## src/sv/iiee_pkg.sv

```systemverilog
// Shared types and constants for the infix integer expression evaluator.
// Used by the controller, the datapath and the top level; depends on nothing.
package iiee_pkg;

	localparam int OUT_DATA_W = 40;

	localparam logic [1:0] ERR_OK   = 2'd0;
	localparam logic [1:0] ERR_DIV0 = 2'd1;
	localparam logic [1:0] ERR_OVF  = 2'd2;
	localparam logic [1:0] ERR_CHAR = 2'd3;

	typedef enum logic [1:0] {
		MULOP_NONE,
		MULOP_MUL,
		MULOP_DIV
	} mulop_t;

	typedef enum logic [2:0] {
		ST_IDLE,
		ST_CLOSE,
		ST_MUL,
		ST_DIV,
		ST_AFTER,
		ST_EMIT
	} state_t;

	typedef enum logic [3:0] {
		CMD_NOP,
		CMD_DIGIT,
		CMD_STRAY,
		CMD_TERM_LOAD,
		CMD_MUL_START,
		CMD_MUL_STEP,
		CMD_DIV_START,
		CMD_DIV_STEP,
		CMD_DIV_ZERO,
		CMD_SET_MULOP,
		CMD_ADD_TERM,
		CMD_EMIT
	} dp_cmd_t;

	typedef struct packed {
		dp_cmd_t    cmd;
		logic [3:0] digit;
		logic       is_div;
		logic       is_minus;
	} dp_ctrl_t;

	typedef struct packed {
		logic   err;
		logic   num_zero;
		logic   iter_last;
		mulop_t mulop;
	} dp_status_t;

endpackage

```

## src/sv/iiee_dp.sv

```systemverilog
// Datapath of the expression evaluator: accumulators, error latch, a shared
// bit-serial multiply/divide unit and the result register. Uses iiee_pkg.
module iiee_dp #(
	parameter int VALUE_BITS = 32
) (
	input  logic                  clk,
	input  logic                  arst_n,
	input  iiee_pkg::dp_ctrl_t    ctrl,
	output iiee_pkg::dp_status_t  status,
	output logic [31:0]           value,
	output logic [1:0]            error_code
);
	import iiee_pkg::*;

	localparam int W  = VALUE_BITS;
	localparam int CW = $clog2(W);
	localparam logic [W-1:0]  VMAX    = {1'b0, {(W-1){1'b1}}};
	localparam logic [W-1:0]  VMIN    = {1'b1, {(W-1){1'b0}}};
	localparam logic [CW-1:0] CNT_TOP = CW'(W - 1);

	logic signed [W-1:0] sum_q;
	logic signed [W-1:0] term_q;
	logic [W-1:0]        num_q;
	logic                minus_q;
	mulop_t              mulop_q;
	logic [1:0]          err_q;

	// Shared iteration registers: multiplicand or dividend/quotient, multiplier
	// or divisor, partial product or remainder.
	logic [W-1:0]  mag_q;
	logic [W-1:0]  dsr_q;
	logic [W-1:0]  acc_q;
	logic          neg_q;
	logic          ovf_q;
	logic [CW-1:0] cnt_q;

	logic [31:0] value_q;
	logic [1:0]  error_code_q;

	logic [W+3:0]        num_wide;
	logic                digit_ovf;
	logic [W-1:0]        term_mag;
	logic [W:0]          mul_wide;
	logic [W:0]          mul_limit;
	logic                mul_over;
	logic [W-1:0]        mul_res;
	logic [W-1:0]        div_r;
	logic                div_ge;
	logic [W-1:0]        div_rem;
	logic [W-1:0]        div_quot;
	logic [W-1:0]        div_res;
	logic signed [W:0]   add_b;
	logic signed [W+1:0] add_sum;
	logic                add_ovf;
	logic signed [W-1:0] res;
	logic                ok;

	assign ok = (err_q == ERR_OK);

	assign num_wide  = {1'b0, num_q, 3'b000} + {3'b000, num_q, 1'b0} + (W+4)'(ctrl.digit);
	assign digit_ovf = |num_wide[W+3:W-1];

	assign term_mag = term_q[W-1] ? (W)'(-term_q) : term_q;

	assign mul_wide  = {acc_q, 1'b0} + (dsr_q[W-1] ? {1'b0, mag_q} : '0);
	assign mul_limit = {1'b0, (neg_q ? VMIN : VMAX)};
	assign mul_over  = mul_wide > mul_limit;
	assign mul_res   = neg_q ? (W)'(-mul_wide[W-1:0]) : mul_wide[W-1:0];

	// The remainder stays below the divisor, which is at most the largest value.
	assign div_r    = {acc_q[W-2:0], mag_q[W-1]};
	assign div_ge   = div_r >= dsr_q;
	assign div_rem  = div_ge ? div_r - dsr_q : div_r;
	assign div_quot = {mag_q[W-2:0], div_ge};
	assign div_res  = neg_q ? (W)'(-div_quot) : div_quot;

	assign add_b   = minus_q ? -(W+1)'(term_q) : (W+1)'(term_q);
	assign add_sum = (W+2)'(sum_q) + (W+2)'(add_b);
	assign add_ovf = !(add_sum[W+1] == add_sum[W] && add_sum[W] == add_sum[W-1])
		|| (minus_q && term_q == VMIN);

	assign res = ok ? sum_q : '0;

	always_ff @(posedge clk or negedge arst_n) begin
		if (!arst_n) begin
			sum_q   <= '0;
			term_q  <= '0;
			num_q   <= '0;
			minus_q <= 1'b0;
			mulop_q <= MULOP_NONE;
			err_q   <= ERR_OK;
		end else begin
			unique case (ctrl.cmd)
				CMD_DIGIT: begin
					if (ok) begin
						if (digit_ovf) err_q <= ERR_OVF;
						else num_q <= num_wide[W-1:0];
					end
				end
				CMD_STRAY: begin
					if (ok) err_q <= ERR_CHAR;
				end
				CMD_TERM_LOAD: begin
					if (ok) begin
						term_q <= num_q;
						num_q  <= '0;
					end
				end
				CMD_MUL_STEP: begin
					if (cnt_q == '0 && ok) begin
						if (ovf_q || mul_over) err_q <= ERR_OVF;
						else begin
							term_q <= mul_res;
							num_q  <= '0;
						end
					end
				end
				CMD_DIV_STEP: begin
					if (cnt_q == '0 && ok) begin
						term_q <= div_res;
						num_q  <= '0;
					end
				end
				CMD_DIV_ZERO: begin
					if (ok) err_q <= ERR_DIV0;
				end
				CMD_SET_MULOP: begin
					mulop_q <= ctrl.is_div ? MULOP_DIV : MULOP_MUL;
				end
				CMD_ADD_TERM: begin
					if (ok) begin
						if (add_ovf) err_q <= ERR_OVF;
						else begin
							sum_q   <= add_sum[W-1:0];
							term_q  <= '0;
							mulop_q <= MULOP_NONE;
						end
					end
					minus_q <= ctrl.is_minus;
				end
				CMD_EMIT: begin
					sum_q   <= '0;
					term_q  <= '0;
					num_q   <= '0;
					minus_q <= 1'b0;
					mulop_q <= MULOP_NONE;
					err_q   <= ERR_OK;
				end
				default: begin
				end
			endcase
		end
	end

	// Iteration registers and the result register carry no reset.
	always_ff @(posedge clk) begin
		unique case (ctrl.cmd)
			CMD_MUL_START, CMD_DIV_START: begin
				mag_q <= term_mag;
				dsr_q <= num_q;
				acc_q <= '0;
				neg_q <= term_q[W-1];
				ovf_q <= 1'b0;
				cnt_q <= CNT_TOP;
			end
			CMD_MUL_STEP: begin
				// Once the product passes the limit it is kept where it was.
				if (mul_over) ovf_q <= 1'b1;
				else if (!ovf_q) acc_q <= mul_wide[W-1:0];
				dsr_q <= {dsr_q[W-2:0], 1'b0};
				cnt_q <= cnt_q - 1'b1;
			end
			CMD_DIV_STEP: begin
				acc_q <= div_rem;
				mag_q <= div_quot;
				cnt_q <= cnt_q - 1'b1;
			end
			CMD_EMIT: begin
				value_q      <= 32'(res);
				error_code_q <= err_q;
			end
			default: begin
			end
		endcase
	end

	assign status.err       = !ok;
	assign status.num_zero  = (num_q == '0);
	assign status.iter_last = (cnt_q == '0);
	assign status.mulop     = mulop_q;

	assign value      = value_q;
	assign error_code = error_code_q;

endmodule

```

## src/sv/iiee_ctrl.sv

```systemverilog
// Controller of the expression evaluator: character decode, sequencing of the
// datapath and the input and output handshakes. Uses iiee_pkg.
module iiee_ctrl (
	input  logic                  clk,
	input  logic                  arst_n,
	input  logic                  s_tvalid,
	output logic                  s_tready,
	input  logic [7:0]            char_code,
	input  logic                  s_tlast,
	output logic                  m_tvalid,
	input  logic                  m_tready,
	output iiee_pkg::dp_ctrl_t    ctrl,
	input  iiee_pkg::dp_status_t  status
);
	import iiee_pkg::*;

	localparam logic [7:0] CH_0     = 8'h30;
	localparam logic [7:0] CH_9     = 8'h39;
	localparam logic [7:0] CH_MUL   = 8'h2A;
	localparam logic [7:0] CH_DIV   = 8'h2F;
	localparam logic [7:0] CH_ADD   = 8'h2B;
	localparam logic [7:0] CH_SUB   = 8'h2D;
	localparam logic [7:0] CH_SPACE = 8'h20;
	localparam logic [7:0] CH_TAB   = 8'h09;

	typedef enum logic [2:0] {
		KIND_DIGIT,
		KIND_MUL,
		KIND_DIV,
		KIND_ADD,
		KIND_SUB,
		KIND_SPACE,
		KIND_STRAY,
		KIND_END
	} kind_t;

	state_t state_q, state_d;
	kind_t  kind_q;
	kind_t  kind_in;
	logic   last_q;
	logic   out_valid_q;
	logic   accept;
	logic   is_op;
	logic   emit;

	always_comb begin
		priority if (char_code >= CH_0 && char_code <= CH_9) kind_in = KIND_DIGIT;
		else if (char_code == CH_MUL)                        kind_in = KIND_MUL;
		else if (char_code == CH_DIV)                        kind_in = KIND_DIV;
		else if (char_code == CH_ADD)                        kind_in = KIND_ADD;
		else if (char_code == CH_SUB)                        kind_in = KIND_SUB;
		else if (char_code == CH_SPACE || char_code == CH_TAB) kind_in = KIND_SPACE;
		else                                                 kind_in = KIND_STRAY;
	end

	assign is_op  = (kind_in == KIND_MUL) || (kind_in == KIND_DIV)
		|| (kind_in == KIND_ADD) || (kind_in == KIND_SUB);
	assign accept = s_tvalid && s_tready;
	assign emit   = (state_q == ST_EMIT) && (!out_valid_q || m_tready);

	always_comb begin
		state_d = state_q;
		unique case (state_q)
			ST_IDLE: begin
				if (accept && (is_op || s_tlast)) state_d = ST_CLOSE;
			end
			ST_CLOSE: begin
				priority if (status.err) state_d = ST_AFTER;
				else if (status.mulop == MULOP_MUL) state_d = ST_MUL;
				else if (status.mulop == MULOP_DIV && !status.num_zero) state_d = ST_DIV;
				else state_d = ST_AFTER;
			end
			ST_MUL, ST_DIV: begin
				if (status.iter_last) state_d = ST_AFTER;
			end
			ST_AFTER: begin
				priority if (last_q && kind_q != KIND_END) state_d = ST_CLOSE;
				else if (last_q) state_d = ST_EMIT;
				else state_d = ST_IDLE;
			end
			ST_EMIT: begin
				if (emit) state_d = ST_IDLE;
			end
			default: state_d = ST_IDLE;
		endcase
	end

	always_comb begin
		ctrl.cmd      = CMD_NOP;
		ctrl.digit    = 4'(char_code - CH_0);
		ctrl.is_div   = (kind_q == KIND_DIV);
		ctrl.is_minus = (kind_q == KIND_SUB);
		s_tready      = (state_q == ST_IDLE);
		unique case (state_q)
			ST_IDLE: begin
				if (accept && kind_in == KIND_DIGIT) ctrl.cmd = CMD_DIGIT;
				else if (accept && kind_in == KIND_STRAY) ctrl.cmd = CMD_STRAY;
			end
			ST_CLOSE: begin
				priority if (status.err) ctrl.cmd = CMD_NOP;
				else if (status.mulop == MULOP_MUL) ctrl.cmd = CMD_MUL_START;
				else if (status.mulop == MULOP_DIV && status.num_zero) ctrl.cmd = CMD_DIV_ZERO;
				else if (status.mulop == MULOP_DIV) ctrl.cmd = CMD_DIV_START;
				else ctrl.cmd = CMD_TERM_LOAD;
			end
			ST_MUL: ctrl.cmd = CMD_MUL_STEP;
			ST_DIV: ctrl.cmd = CMD_DIV_STEP;
			ST_AFTER: begin
				if (kind_q == KIND_MUL || kind_q == KIND_DIV) ctrl.cmd = CMD_SET_MULOP;
				else ctrl.cmd = CMD_ADD_TERM;
			end
			ST_EMIT: begin
				if (emit) ctrl.cmd = CMD_EMIT;
			end
			default: ctrl.cmd = CMD_NOP;
		endcase
	end

	always_ff @(posedge clk or negedge arst_n) begin
		if (!arst_n) begin
			state_q     <= ST_IDLE;
			kind_q      <= KIND_END;
			last_q      <= 1'b0;
			out_valid_q <= 1'b0;
		end else begin
			state_q <= state_d;
			if (accept) begin
				kind_q <= is_op ? kind_in : KIND_END;
				last_q <= s_tlast;
			end else if (state_q == ST_AFTER && last_q) begin
				// A final operator still owes the closing of the expression.
				kind_q <= KIND_END;
			end
			if (emit) out_valid_q <= 1'b1;
			else if (m_tready) out_valid_q <= 1'b0;
		end
	end

	assign m_tvalid = out_valid_q;

endmodule

```

## src/sv/infix_integer_expression_eval.sv

```systemverilog
// Top level of the infix integer expression evaluator: joins the controller
// and the datapath to the stream ports. Depends on iiee_pkg, iiee_ctrl, iiee_dp.
//
//   port group  dir  payload
//   s_*         in   s_tdata: char_code[7:0]; s_tlast: last_char
//   m_*         out  m_tdata: value[31:0], error_code[33:32], zero[39:34]
//
// A digit, space, tab or stray character is taken while the block stays idle. An
// operator, or the last character, closes the pending number, running the
// one-bit-per-cycle shift-add and restoring-divide unit when a multiply or divide
// is pending. A last character that is itself an operator runs the close twice,
// and the result then passes through the emit state into the output register.
// Reset clears all accumulators. A held result stalls only the next result.
module infix_integer_expression_eval #(
	parameter int VALUE_BITS = 32
) (
	input  logic                                clk,
	input  logic                                arst_n,
	input  logic                                s_tvalid,
	output logic                                s_tready,
	input  logic [7:0]                          s_tdata,  // char_code
	input  logic                                s_tlast,
	output logic                                m_tvalid,
	input  logic                                m_tready,
	output logic [iiee_pkg::OUT_DATA_W-1:0]     m_tdata   // value, error_code, zeros
);
	import iiee_pkg::*;

	dp_ctrl_t    ctrl;
	dp_status_t  status;
	logic [31:0] value;
	logic [1:0]  error_code;

	iiee_ctrl u_ctrl (
		.clk       (clk),
		.arst_n    (arst_n),
		.s_tvalid  (s_tvalid),
		.s_tready  (s_tready),
		.char_code (s_tdata),
		.s_tlast   (s_tlast),
		.m_tvalid  (m_tvalid),
		.m_tready  (m_tready),
		.ctrl      (ctrl),
		.status    (status)
	);

	iiee_dp #(
		.VALUE_BITS (VALUE_BITS)
	) u_dp (
		.clk        (clk),
		.arst_n     (arst_n),
		.ctrl       (ctrl),
		.status     (status),
		.value      (value),
		.error_code (error_code)
	);

	assign m_tdata = {(OUT_DATA_W - 34)'(0), error_code, value};

endmodule

```

## config.mk

```make
export PLATFORM = sky130hd
export DESIGN_NAME = infix_integer_expression_eval
export DESIGN_NICKNAME = d
export VERILOG_FILES = /design/src/sv/iiee_pkg.sv /design/src/sv/iiee_dp.sv /design/src/sv/iiee_ctrl.sv /design/src/sv/infix_integer_expression_eval.sv
export SDC_FILE = /design/constraint.sdc
export NUM_CORES = 1
export LEC_CHECK = 0
export BUFFER_PORTS_ARGS = -buffer_cell sky130_fd_sc_hd__buf_2
export CORE_UTILIZATION = 50
export DETAILED_ROUTE_END_ITERATION = 10
export PLACE_DENSITY = 0.68
export SYNTH_ARGS = -nofsm -noshare
export SYNTH_HDL_FRONTEND = slang
export SYNTH_SLANG_ARGS = --single-unit
```

## constraint.sdc

```tcl
create_clock -name clk -period 14.4 [get_ports clk]
set_input_delay 1.44 -clock clk [delete_from_list [all_inputs] [get_ports clk]]
set_output_delay 1.44 -clock clk [all_outputs]
set_load 0.05 [all_outputs]
```

==> impl_metrics.ini, run 1 <==
[status]
outcome = complete, no violations

[floorplan]
start_util = 0.509
die_area_um2 = 44900
fp.dieW_um = 212
die_h_um = 212
row_count = 76
io_pins = 55
core_um2 = 43300

[cts]
cts_buffers = 29
tritoncts = done
cts_sinks = 246
cts-htree-levels = 1
clock_path_buffers = 3
clockRootBuffer = clkbuf_16
cts_setup_buffers = 0
clk_latency_ps = 600
cts_resized = 0
clk_pin_slew_ps = 60
hold_buffers = 0

[worst_setup_path]
rr_worst_depth = 20
critical_path_class = reg -> reg
cpMostUsedCell = o211ai_1
timing.rr.start = u_dp.dsr_q[31]
r2r-end = u_dp.num_q[14]
cp.required_ps = 14870
rrSetupSlack_ps = 7150
cp-start-kind = flip-flop
worst-path-buf-inv = 0
endpoint_kind = flip-flop
path_cells = and2_1 > ha_1 > a21oi_1 > o21ai_1 > a311o_1 > o21ba_2 > nor3_1 > o21ai_0 > xor2_1 > ha_1 > a211o_1 > nor3_1 > o211ai_1 > a211oi_1 > o211ai_1 > o211ai_1 > nand2_1 > o21ai_0 > nand3_2 > a22o_1
cpMaxStageDelayCell = edfxtp_1
cp_data_arrival_time_ps = 7720
path_max_fanout = 32
crit_family = compound AO/OA/AOI/OAI gates
slowest_delay_ps = 1100

[run]
cap_violations = 0

[synth]
synth_edf_count = 137
ys_ff_latch = 246
yosys_warnings = 0
synth_cell_types = 107
synthFlopType = edfxtp_1
syn-instance-count = 2497
async_reset_ff_frac = 0.443
syn_area_um2 = 22000
ys_seq_area_frac = 0.311
postSynthAreaPerCell_um2 = 8.81

[worst_hold_path]
hold_end = u_dp.sum_q[15]
min_path_type = reg -> reg
holdPathStages = 1
worstHoldStart = u_dp.sum_q[15]

[timing]
period_minus_slack_ps = 7250
finalHoldViolCount = 0
tns_ps = 0
slew_viol_final = 0
rsz0062_at_grt = false
setup_viol = 0
slew-limit-headroom = 0.157
fmax_mhz = 138
period_share = 0.504
clock_skew_ps = 18.3
worst_pin_slew_ps = 1260

[grt]
grt_pass1_vias = 18200
grt_max_degree = 88
grt_antenna_before_repair = 1
grt_util_all_layers = 0.290
grt_pass1_wl_um = 102000
gr-total-overflow = 0

[routing]
wl_per_cell_um = 20.9
wl_um = 64800
vias_per_cell = 6.26
first_iter_violations = 1715
drcViolationCount = 0
detail-route-antenna-nets = 0
vias = 19400
dr.pass1.iters = 8

[placement]
numPlacedInstances = 3042
port_buffers = 48
place_congestion = 0.960
hpwl_um = 48000

[final_layout]
stdcell_count = 3096
synthToLayoutAreaGrowth_pct = 7.70
drive_gt1_frac = 0.0860
final_nets = 2704
fillerInstances = 3856
antennaDiodeCount = 0

[power_and_ir_drop]
p_leak_nw = 10.4
pwr_density_cell_nw_per_um2 = 206
peakVddDrop_mv = 0.134
==> per-layer routing <==
metal	vias to the layer above	track usage	wire length (um)
li1	9240	-	-
met1	9277	0.399	29200
met2	730	0.454	28300
met3	142	0.0432	4520
met4	2	0.117	2780
met5	-	0	13
==> worst max-delay path by stage <==
stage | start | to | cells after the start
global route | u_dp.dsr_q[31] | u_dp.num_q[20] | 20
finish | u_dp.dsr_q[31] | u_dp.num_q[14] | 20
floorplan | u_dp.dsr_q[31] | u_dp.acc_q[0] | 21
global placement | u_dp.dsr_q[31] | u_dp.term_q[2] | 23
CTS | u_dp.dsr_q[31] | u_dp.num_q[14] | 20
detailed placement | u_dp.dsr_q[31] | u_dp.num_q[14] | 20
==> layout by cell type (no fill, tap or decap), drive strengths merged, types with 25 or more instances in the layout <==
| cell type | count |
|---|---|
| mux2 | 34 |
| dfrtp | 106 |
| o21ai | 193 |
| a211oi | 43 |
| nand2 | 249 |
| or3 | 28 |
| nand4 | 27 |
| edfxtp | 137 |
| nor2 | 156 |
| nand3 | 64 |
| inv | 110 |
| mux2i | 33 |
| a22o | 29 |
| clkbuf | 37 |
| a21oi | 166 |
| and2 | 76 |
| ha | 198 |
| xnor2 | 158 |
| a21o | 75 |
| xor2 | 53 |
| buf | 72 |
| a31oi | 25 |
| nor3 | 54 |
==> through the flow <==
step           cell area (um2)   util  hold slack (ps)  setup WS [ps]  total power, W
3_3_place_gp             22700  0.525              502           7720         0.00403
5_1_grt                  23700  0.548              545           6680         0.00524
2_1_floorplan            22000      -              451           8200         0.00336
6_report                 23700  0.548              528           7150         0.00489
3_5_place_dp             22700  0.525              512           7410         0.00408
4_1_cts                  23700  0.548              524           7370         0.00486
==> power breakdown <==
| part | switching [W] | internal [W] |
|---|---|---|
| combinational | 0.00190 | 0.00109 |
| sequential | 0.000186 | 0.000960 |
| clock | 0.000312 | 0.000443 |
==> area by class of cell <==
type,instances,area (um2),area share
clock inverter,17,171,0.00723
inverter,109,409,0.0173
tap,585,732,0.0309
sequential,246,6850,0.289
clock buffer,37,796,0.0336
multi-input combinational,2030,14300,0.604
timing repair buffer,72,423,0.0178
==> Yosys cell counts (all sizes together) (53+ instances only) <==
cell      n  area share
xor2     53       0.021
xnor2   158       0.063
clkbuf   80       0.014
nor3     54       0.012
a21o     75       0.026
o21ai   193       0.045
a21oi   166       0.039
and2     76       0.022
nor2    156       0.027
ha      198        0.11
inv     109       0.019
edfxtp  137        0.19
nand3    64       0.015
dfrtp   106        0.12
nand2   249       0.043
==> registers in the layout (all words and copies together), names as in the netlist, 5 cells and up <==
register	flops
u_dp.acc_q	32
u_dp.dsr_q	32
u_dp.mag_q	32
u_dp.num_q	32
u_dp.sum_q	32
u_dp.term_q	32
u_dp.value	32
u_dp.cnt_q	5
==> worst reg2reg max path, delay by kind of cell (launching register included) <==
kind,cells,cell delay (ps)
flops,1,1100
fa+ha+maj,2,700
xor+xnor,1,440
simple gates,5,1490
compound gates,12,3410
==> kinds of logic after synthesis <==
logic type               after synthesis  synth area share
adder cells (fa/ha/maj)              203             0.117
XOR/XNOR                             212            0.0853
AND/OR/NAND/NOR                      797             0.181
buffers and inverters                226            0.0429
flip-flops                           246             0.311
multiplexers                          67            0.0350
AO/OA/AOI/OAI                        745             0.228
other                                  1          0.000170
No activity file was read; power rests on OpenSTA's default activity.
==> run 2: changes to the inputs <==
--- a/config.mk
+++ b/config.mk
@@ -8,7 +8,7 @@
 export BUFFER_PORTS_ARGS = -buffer_cell sky130_fd_sc_hd__buf_2
 export CORE_UTILIZATION = 50
 export DETAILED_ROUTE_END_ITERATION = 10
-export PLACE_DENSITY = 0.68
+export PLACE_DENSITY = 0.71
 export SYNTH_ARGS = -nofsm -noshare
 export SYNTH_HDL_FRONTEND = slang
 export SYNTH_SLANG_ARGS = --single-unit
==> constraint.sdc (replaced) <==
create_clock -name clk -period 6.2 [get_ports clk]
set_input_delay 0.62 -clock clk [delete_from_list [all_inputs] [get_ports clk]]
set_output_delay 0.62 -clock clk [all_outputs]
set_load 0.05 [all_outputs]
==> impl_metrics.ini, run 2 (synthesis results as in run 1) <==
[status]
outcome = complete, no violations

[cts]
cts_buffers = 29
clk_pin_slew_ps = 70
clk_latency_ps = 600
clock_path_buffers = 3
cts-htree-levels = 1
tritoncts = done
clockRootBuffer = clkbuf_16
cts_sinks = 246

[worst_setup_path]
cp.required_ps = 6670
critical_path_class = reg -> reg
endpoint_kind = flip-flop
cp-start-kind = flip-flop
timing.rr.start = u_dp.term_q[0]
cp_data_arrival_time_ps = 6510
rr_worst_depth = 22
path_max_fanout = 8
startpoint = u_dp.term_q[0]

[power_and_ir_drop]
seqPwrFrac = 0.219
pwr_density_cell_nw_per_um2 = 495
internal_power_w = 0.00631
p_clk_frac = 0.156
peakVddDrop_mv = 0.295
p_leak_nw = 10.8
finalPower_w = 0.0121
power_switching_w = 0.00576
swShare = 0.477
pwr-share-comb = 0.625

[routing]
first_iter_violations = 1902
vias = 19500
wl_um = 65900
detail-route-antenna-nets = 0
dr.pass1.iters = 5
wl_per_cell_um = 20.9
vias_per_cell = 6.19
drcViolationCount = 0

[placement]
place_congestion = 0.920
hpwl_um = 49500
port_buffers = 48
numPlacedInstances = 3096
placedInstanceArea_um2 = 23200

[timing]
worst_pin_slew_ps = 1070
finalHoldViolCount = 0
clock_skew_ps = 12.1
fmax_mhz = 166
slew_viol_final = 0
hold_ws_ps = 302
period_share = 0.974
slew-limit-headroom = 0.283
setup_viol = 0
period_minus_slack_ps = 6040

[floorplan]
core_um2 = 43300
io_pins = 55
start_util = 0.509
die_area_um2 = 44900
fp.dieW_um = 212
row_count = 76
die_h_um = 212

[worst_hold_path]
min_path_type = in -> reg
worstHoldStart = s_tdata[1]
holdPathStages = 2

[final_layout]
fin_util = 0.564
mostFrequentLayoutCell = nand2_1
drive_gt1_frac = 0.113
post-route-cell-area_um2 = 24400
antennaDiodeCount = 0
stdcell_count = 3159
final_nets = 2767
synthToLayoutAreaGrowth_pct = 10.9
mostFrequentLayoutCells = nand2_1, ha_1, o21ai_0, a21oi_1, xnor2_1

[grt]
grt_max_degree = 86
gr-total-overflow = 0
grt_pass1_vias = 18400
grt_util_all_layers = 0.292
grt_pass1_wl_um = 103000
grt_antenna_before_repair = 0

[run]
cap_violations = 0
-- run 2: cell types whose count changed in the layout (fill, tap and decap cells not counted), moves of 3 or more --
cell / delta
clkinv_1: -6
buf_12: +5
nor3_1: -3
buf_4: +54
clkbuf_16: +4
nor3_2: +3
-- run 2: timing repair --
action,in CTS,in global routing
cloned,1,1
resized for setup,0,14
hold buffers,1,0
hold endpoints to repair,26,0
pin swaps,2,10
setup buffers,0,6
setup endpoints to repair,17,72
-- run 2: critical path, cell delays in order (launching register included) --
cell,delay [ps]
dfrtp_1,440
inv_1,110
ha_1,200
nand2_1,100
or3_1,340
or3_1,370
buf_4,180
or3_1,360
or3_1,350
nand2_1,90
xnor2_1,80
ha_1,390
nand2_2,100
o41a_1,460
o21ai_2,130
a2111oi_2,120
o41a_1,480
xnor3_1,230
or4b_4,580
a21oi_4,170
buf_12,140
o21ai_4,150
mux2_4,340
-- run 2: final cells by class --
class | count | area, um2
flip-flops and latches | 246 | 6850
clock inverters | 13 | 166
well taps | 585 | 732
inverters | 109 | 409
repair buffers | 133 | 950
multi-input cells | 2032 | 14400
fillers | 3791 | 18900
clock buffers | 41 | 896
-- run 2: through the flow --
step	setup TNS, ps	setup WS, ps
CTS	0	8.40
global route	-4.46	-4.46
finish	0	164
floorplan	0	264
detailed placement	-1420	-144
global placement	-66.5	-33.4
-- run 2: layer usage --
layer  global-route usage  vias up  wire [um]
met5                    0        -          0
met4                0.111        0       2840
met3               0.0375      128       4470
met2                0.473      724      29700
met1                0.396     9344      29000
li1                     -     9353          -
-- run 2: worst paths after layout --
kind                                         end  slack, ps
worst min register to register    u_dp.sum_q[24]        520
worst max-delay path              u_dp.sum_q[14]        160
worst min-delay path            u_ctrl.kind_q[2]        300
max in group asynchronous         u_dp.num_q[18]       4320
min in group asynchronous          u_dp.sum_q[2]        500
worst max register to register    u_dp.sum_q[14]        160
-- run 2: power by group through the flow --
| stage | sequential [W] | clock [W] | combinational [W] |
|---|---|---|---|
| floorplan | 0.00267 | 0 | 0.00513 |
| global placement | 0.00264 | 0 | 0.00714 |
| detailed placement | 0.00265 | 0 | 0.00731 |
| CTS | 0.00262 | 0.00191 | 0.00735 |
| global route | 0.00268 | 0.00197 | 0.00824 |
| finish | 0.00264 | 0.00189 | 0.00754 |
